### config.mk
export PLATFORM = sky130hd
export DESIGN_NAME = websocket_frame_deframer
export DESIGN_NICKNAME = d
export VERILOG_FILES = /design/src/sv/wsd_pkg.sv /design/src/sv/wsd_parse.sv /design/src/sv/websocket_frame_deframer.sv
export SDC_FILE = /design/constraint.sdc
export NUM_CORES = 1
export LEC_CHECK = 0
export ABC_AREA = 1
export BUFFER_PORTS_ARGS = -buffer_cell sky130_fd_sc_hd__buf_2
export CORE_MARGIN = 2
export CORE_UTILIZATION = 55
export DETAILED_ROUTE_END_ITERATION = 10
export GPL_ROUTABILITY_DRIVEN = 1
export PLACE_DENSITY_LB_ADDON = 0.05
export SLEW_MARGIN = 20
export SYNTH_ARGS = -nofsm -noshare
export SYNTH_HDL_FRONTEND = slang
export SYNTH_HIERARCHICAL = 1
export SYNTH_SLANG_ARGS = --single-unit
### constraint.sdc
create_clock -name clk -period 7.6 [get_ports clk]
set_input_delay 0 -clock clk [delete_from_list [all_inputs] [get_ports clk]]
set_output_delay 0 -clock clk [all_outputs]
set_load 0.1 [all_outputs]
### src/sv/wsd_pkg.sv
`timescale 1ns / 1ps
`default_nettype none

package wsd_pkg;

  localparam int unsigned ByteW = 8;
  localparam int unsigned OpcW  = 4;
  localparam int unsigned LenW  = 64;

  localparam logic [6:0] LEN_EXT16 = 7'd126;
  localparam logic [6:0] LEN_EXT64 = 7'd127;

  // one result word from the parser to the output register
  typedef struct packed {
    logic              vld;
    logic [ByteW-1:0]  payload_byte;
    logic [OpcW-1:0]   frame_opcode;
    logic              was_masked;
    logic              frame_end;
    logic              empty_frame;
  } wsd_res_t;

endpackage

`default_nettype wire

### src/sv/wsd_parse.sv
`timescale 1ns / 1ps
`default_nettype none

module wsd_parse (
  input  wire logic                       clk,
  input  wire logic                       rst_n,
  input  wire logic                       take,
  input  wire logic [wsd_pkg::ByteW-1:0]  rx_byte,
  output wsd_pkg::wsd_res_t               res
);

  typedef enum logic [2:0] {
    PH_HDR0  = 3'd0,
    PH_HDR1  = 3'd1,
    PH_EXT16 = 3'd2,
    PH_EXT64 = 3'd3,
    PH_KEY   = 3'd4,
    PH_DATA  = 3'd5
  } phase_t;

  phase_t                     phase_r, phase_nxt;
  logic [wsd_pkg::OpcW-1:0]   opc_r, opc_nxt;
  logic                       mask_r, mask_nxt;
  logic [wsd_pkg::LenW-1:0]   rem_r, rem_nxt;
  logic [2:0]                 hcnt_r, hcnt_nxt;
  logic [wsd_pkg::ByteW-1:0]  key_r [4];
  logic [wsd_pkg::ByteW-1:0]  key_nxt [4];
  logic [1:0]                 kidx_r, kidx_nxt;

  always_comb begin
    logic [2:0]                hinc;
    logic [wsd_pkg::LenW-1:0]  rdec;
    logic                      len_done;
    logic                      key_done;

    phase_nxt = phase_r;
    opc_nxt   = opc_r;
    mask_nxt  = mask_r;
    rem_nxt   = rem_r;
    hcnt_nxt  = hcnt_r;
    key_nxt   = key_r;
    kidx_nxt  = kidx_r;
    hinc      = hcnt_r + 3'd1;
    rdec      = rem_r - {{(wsd_pkg::LenW-1){1'b0}}, 1'b1};
    len_done  = 1'b0;
    key_done  = 1'b0;
    res       = '0;

    case (phase_r)
      PH_HDR1: begin
        mask_nxt = rx_byte[7];
        hcnt_nxt = 3'd0;
        rem_nxt  = '0;
        if (!rx_byte[7]) begin
          for (int i = 0; i < 4; i++) key_nxt[i] = '0;
        end
        if (rx_byte[6:0] == wsd_pkg::LEN_EXT16) begin
          phase_nxt = PH_EXT16;
        end else if (rx_byte[6:0] == wsd_pkg::LEN_EXT64) begin
          phase_nxt = PH_EXT64;
        end else begin
          rem_nxt  = {{(wsd_pkg::LenW-7){1'b0}}, rx_byte[6:0]};
          len_done = 1'b1;
        end
      end
      PH_EXT16, PH_EXT64: begin
        rem_nxt  = {rem_r[wsd_pkg::LenW-9:0], rx_byte};
        hcnt_nxt = hinc;
        if ((phase_r == PH_EXT16 && hinc == 3'd2) ||
            (phase_r == PH_EXT64 && hinc == 3'd0)) begin
          len_done = 1'b1;
        end
      end
      PH_KEY: begin
        key_nxt[hcnt_r[1:0]] = rx_byte;
        hcnt_nxt = hinc;
        if (hinc >= 3'd4) begin
          hcnt_nxt = 3'd0;
          key_done = 1'b1;
        end
      end
      PH_DATA: begin
        res.vld          = 1'b1;
        res.payload_byte = rx_byte ^ key_r[kidx_r];
        kidx_nxt         = kidx_r + 2'd1;
        rem_nxt          = rdec;
        if (rdec == '0) begin
          phase_nxt     = PH_HDR0;
          res.frame_end = 1'b1;
        end
      end
      default: begin
        opc_nxt   = rx_byte[wsd_pkg::OpcW-1:0];
        phase_nxt = PH_HDR1;
      end
    endcase

    // length or key known: collect the key, or go to payload / mark empty frame
    if (len_done && mask_nxt) begin
      hcnt_nxt  = 3'd0;
      phase_nxt = PH_KEY;
    end else if (len_done || key_done) begin
      kidx_nxt = 2'd0;
      if (rem_nxt == '0) begin
        phase_nxt       = PH_HDR0;
        res.vld         = 1'b1;
        res.frame_end   = 1'b1;
        res.empty_frame = 1'b1;
      end else begin
        phase_nxt = PH_DATA;
      end
    end

    res.frame_opcode = opc_r;
    res.was_masked   = mask_nxt;
  end

  always_ff @(posedge clk) begin
    if (!rst_n) begin
      phase_r <= PH_HDR0;
      opc_r   <= '0;
      mask_r  <= 1'b0;
      rem_r   <= '0;
      hcnt_r  <= '0;
      kidx_r  <= '0;
      for (int i = 0; i < 4; i++) key_r[i] <= '0;
    end else if (take) begin
      phase_r <= phase_nxt;
      opc_r   <= opc_nxt;
      mask_r  <= mask_nxt;
      rem_r   <= rem_nxt;
      hcnt_r  <= hcnt_nxt;
      kidx_r  <= kidx_nxt;
      for (int i = 0; i < 4; i++) key_r[i] <= key_nxt[i];
    end
  end

endmodule

`default_nettype wire

### src/sv/websocket_frame_deframer.sv
// Output: a payload word or empty-frame marker appears on out_valid in the cycle after
//   the input byte that causes it is accepted.
// Throughput: one byte per cycle while in_stall is low; the parser state updates in the
//   accept cycle and the output register is refilled in the same cycle it drains.
// Reset: synchronous active-low rst_n returns to awaiting the first header byte and
//   clears length, key and output valid.
`timescale 1ns / 1ps
`default_nettype none

module websocket_frame_deframer (
  input  wire logic                       clk,
  input  wire logic                       rst_n,
  input  wire logic                       in_valid,
  output wire logic                       in_stall,
  input  wire logic [wsd_pkg::ByteW-1:0]  in_rx_byte,
  output wire logic                       out_valid,
  input  wire logic                       out_stall,
  output wire logic [wsd_pkg::ByteW-1:0]  out_payload_byte,
  output wire logic [wsd_pkg::OpcW-1:0]   out_frame_opcode,
  output wire logic                       out_was_masked,
  output wire logic                       out_frame_end,
  output wire logic                       out_empty_frame
);

  wsd_pkg::wsd_res_t  res;
  wsd_pkg::wsd_res_t  out_r;
  logic               out_valid_r, out_valid_nxt;
  logic               take;
  logic               load;

  // hold input only while a result word waits downstream
  assign in_stall = out_valid_r & out_stall;
  assign take     = in_valid & ~in_stall;
  assign load     = take & res.vld;

  wsd_parse u_parse (
    .clk     (clk),
    .rst_n   (rst_n),
    .take    (take),
    .rx_byte (in_rx_byte),
    .res     (res)
  );

  always_comb begin
    out_valid_nxt = out_valid_r;
    if (load) begin
      out_valid_nxt = 1'b1;
    end else if (!out_stall) begin
      out_valid_nxt = 1'b0;
    end
  end

  always_ff @(posedge clk) begin
    if (!rst_n) begin
      out_valid_r <= 1'b0;
    end else begin
      out_valid_r <= out_valid_nxt;
    end
  end

  always_ff @(posedge clk) begin
    if (load) begin
      out_r <= res;
    end
  end

  assign out_valid        = out_valid_r;
  assign out_payload_byte = out_r.payload_byte;
  assign out_frame_opcode = out_r.frame_opcode;
  assign out_was_masked   = out_r.was_masked;
  assign out_frame_end    = out_r.frame_end;
  assign out_empty_frame  = out_r.empty_frame;

  a_empty_is_end: assert property (@(posedge clk) disable iff (!rst_n)
    out_valid_r && out_r.empty_frame |-> out_r.frame_end && out_r.payload_byte == '0)
    else $error("empty-frame marker without frame_end or with data");

  a_load_shows: assert property (@(posedge clk) disable iff (!rst_n)
    load |=> out_valid_r)
    else $error("result word lost after load");

  a_drain_clears: assert property (@(posedge clk) disable iff (!rst_n)
    out_valid_r && !out_stall && !load |=> !out_valid_r)
    else $error("result word repeated after drain");

endmodule

`default_nettype wire

==> results.toml <==
[cts]
post_cts_buffers = 0
clk_path_buf_depth = 2
cts_max_level = 4
cts_tree = "done"
clock-root-buffer = "clkbuf_16"
path_clk_slew_ns = 0.07
worstSkewPairLatency_ns = 0.42
numCtsBuffers = 17
cts.sinks = 125

[finish]
antenna_cells = 0
syn_to_final_growth_pct = 10.24
multiInputGateArea_um2 = 5389
nets = 1556
seqCellArea_um2 = 2653
fin_area_um2 = 9966
drive_above_1_share = 0.07226
instances_no_fill = 1766
nFillCells = 1670

[setup_path]
worstSetupPathType = "flop to flop"
required_ns = 7.97
startpoint_type = "flop"
crit_arrival_ns = 4.95
cp_max_fo = 11
crit_path_end_kind = "flop"

[logic_synthesis]
synth_fa_ha_area_frac = 0.009689
synth.avg_cell_area_um2 = 5.878
synth_warnings = 6
synth_enable_flop_cells = 15
synth-main-ff-cell = "dfxtp_1"
synth_mux_area_frac = 0
syn-cell-area_um2 = 9040
synth_top_family_by_area = "simple AND/OR/NAND/NOR gates"
syn_inst = 1538
synth-compound-area-share = 0.1954
synthXorXnorAreaFrac = 0.005813
yosys.area_share.simple = 0.3844
synth_cell_types = 34
ys_seq_area_frac = 0.2934
async_reset_ff_frac = 0
synthesis.nets = 1557
ys_ff_latch = 125

[routing]
wl_per_cell_um = 16.48
first_iter_violations = 1207
dr.pass1.iters = 6
vias = 9966
wl_mm = 29.10
via_per_inst = 5.643
drc = 0
ant_nets = 0

[pwr]
clockPowerShare = 0.382
p_int_uw = 1372
power.density_nw_per_um2 = 221.3
p_leak_uw = 0.004864
share_comb_of_total_power = 0.272
power.switching_uw = 833.3
power.share.sequential = 0.346
ir_drop_v = 0.0001567
netSwitchingFraction = 0.3779

[timing]
fmax_mhz = 218.2
rsz0062_at_grt = "false"
slew_headroom = 0.3317
period_share = 0.6031
fin_worst_skew_ns = 0.01058
fin_tns_setup_ns = 0
slew_viol_final = 0
final.min_clock_period_ns = 4.584
tightestPinTransition_ns = 0.9969
fin_hold_ws_ns = 0.1478
hold_viol_final = 0
setup_violations = 0

[placement]
place_congestion = 0.9861
io_buffers = 28
place_area_um2 = 9243
dp.final_hpwl_mm = 20.29
dp_cells = 1722

[grt]
grt_pass1_vias = 8923
grtUsageTotal = 0.3301
grt_pass1_wl_mm = 46.42
antenna_found_initial = 0
grt_overflow_total = 0
grt_max_degree = 128

[floorplanning]
dieArea_um2 = 17480
start_util = 0.5650
placementRows = 46
coreArea_um2 = 16000
die_y_um = 132.2
ios = 29
fp.dieW_um = 132.2

[job]
drv_cap = 0

[hold_path]
hold_path.class = "input pin to flop"

[outcome]
outcome = "completed"
## flip-flops by register name, summed over array words and instances, names as in the netlist
signal	cells
u_parse/opc_r	4
out_frame_end	1
out_was_masked	1
out_empty_frame	1
out_valid	1
u_parse/rem_r	64
u_parse/kidx_r	2
u_parse/mask_r	1
out_payload_byte	8
out_frame_opcode	4
u_parse/hcnt_r	3
u_parse/phase_r	3
u_parse/key_r	32
## cells in the final DEF (no fill, tap or decap), drive strengths merged
master and n:
nand2 434, nor2 256, inv 201, o21ai 125, a21oi 120, nand3 112
dfxtp 110, a22oi 55, buf 35, clkbuf 17, edfxtp 15, dlygate4sd3 12
o22ai 8, ha 7, clkinv 7, xor2 6, a211oi 5, nor3 5
and2 4, nand3b 4, nand4 4, a31oi 3, bufinv 2, o221ai 2
clkinvlp 1
## critical path, cell delays in order (launching register included)
cell           delay (ns)
dfxtp_1              0.32
inv_1                0.17
ha_1                 0.28
nand2_4              0.10
nor2_4               0.32
nand2_1              0.24
nor2_1               0.31
nand2_1              0.10
nand2_1              0.07
nand2_1              0.07
nand2_1              0.06
nand2_1              0.11
nor2_1               0.17
nand2_1              0.08
nor2_1               0.09
nand2_1              0.09
nor2_2               0.19
nand4_1              0.18
nand2_1              0.13
inv_1                0.08
o21ai_1              0.14
dlygate4sd3_1        0.57
nand2_1              0.05
dlygate4sd3_1        0.56
inv_1                0.06
## through the flow
step                      total power (uW)  worst slack, ns  utilization
after global placement                1350            3.430       0.5777
after CTS                             2196            3.181       0.6226
after global routing                  2316            2.744       0.6229
after detailed placement              1351            3.356       0.5777
after floorplan                       1203            4.382            -
final                                 2205            3.016       0.6229
## cell usage after synthesis, types with 3 or more instances
library cell  number  area, um2
nand4_1            4      25.02
edfxtp_1          15      450.4
nand2_2            5      31.28
nand3_1          112      560.5
buf_1              6      22.52
ha_1               7      87.58
nand2_4            7      78.83
and2_1             4      25.02
nor2_1           231      867.1
nor2_4             9      101.4
clkbuf_1          53      198.9
dfxtp_1          110       2202
a211oi_1           5      37.54
inv_2              4      15.01
nand2_1          422       1584
a31oi_1            3      18.77
inv_1            190      713.2
buf_2              6      30.03
nand3b_1           4      30.03
a22oi_1           55      412.9
nor2_2            13      81.33
a21oi_1          119      595.6
o21ai_0          123      615.6
xor2_1             6      52.55
nor3_1             4      20.02
o22ai_1            8      50.05
nor2_8             3      60.06
## cell families (layout without fill, tap and decap cells)
logic type,after synthesis,in the layout
flip-flops,125,125
XOR/XNOR,6,6
adder cells (fa/ha/maj),7,7
AND/OR/NAND/NOR,819,819
buffers and inverters,263,275
AO/OA/AOI/OAI,318,318
## repair_timing
item,4_1_cts,5_1_grt
hold endpoints to repair,44,0
gates resized for setup,0,0
hold buffers,12,0
## final cells by class
class	instances	area share
clock buffer	17	0.04269
tap	216	0.02712
sequential	125	0.2662
clock inverter	15	0.01745
multi-input combinational	1150	0.5407
timing repair buffer	47	0.03176
inverter	196	0.07407
## worst paths after layout
path	startpoint	to	slack [ns]	cells past startpoint
hold reg to reg	u_parse/opc_r[2]$_SDFFE_PN0P_	out_frame_opcode[2]$_DFFE_PP_	0.44	0
hold / removal	in_valid	out_payload_byte[0]$_DFFE_PP_	0.15	3
setup / recovery	u_parse/rem_r[0]$_SDFFE_PN0P_	out_valid$_SDFFE_PN0P_	3.02	24
setup reg to reg	u_parse/rem_r[0]$_SDFFE_PN0P_	out_valid$_SDFFE_PN0P_	3.02	24
## routing by layer
metal / vias to the layer above / GRT usage / wire length [um]
li1: 4945 / - / -
met1: 4442 / 0.4771 / 13170
met2: 508 / 0.4954 / 12450
met3: 71 / 0.06151 / 2750
met4: 0 / 0.1099 / 726
met5: - / 0 / 0
## power by group through the flow
stage / clock [uW] / combinational, uW / sequential, uW
6_report: 842 / 600 / 763
5_1_grt: 880 / 669 / 766
4_1_cts: 851 / 585 / 760
3_5_place_dp: 0 / 577 / 774
3_3_place_gp: 0 / 575 / 774
2_1_floorplan: 0 / 443 / 760
No activity file was read; power rests on OpenSTA's default activity.
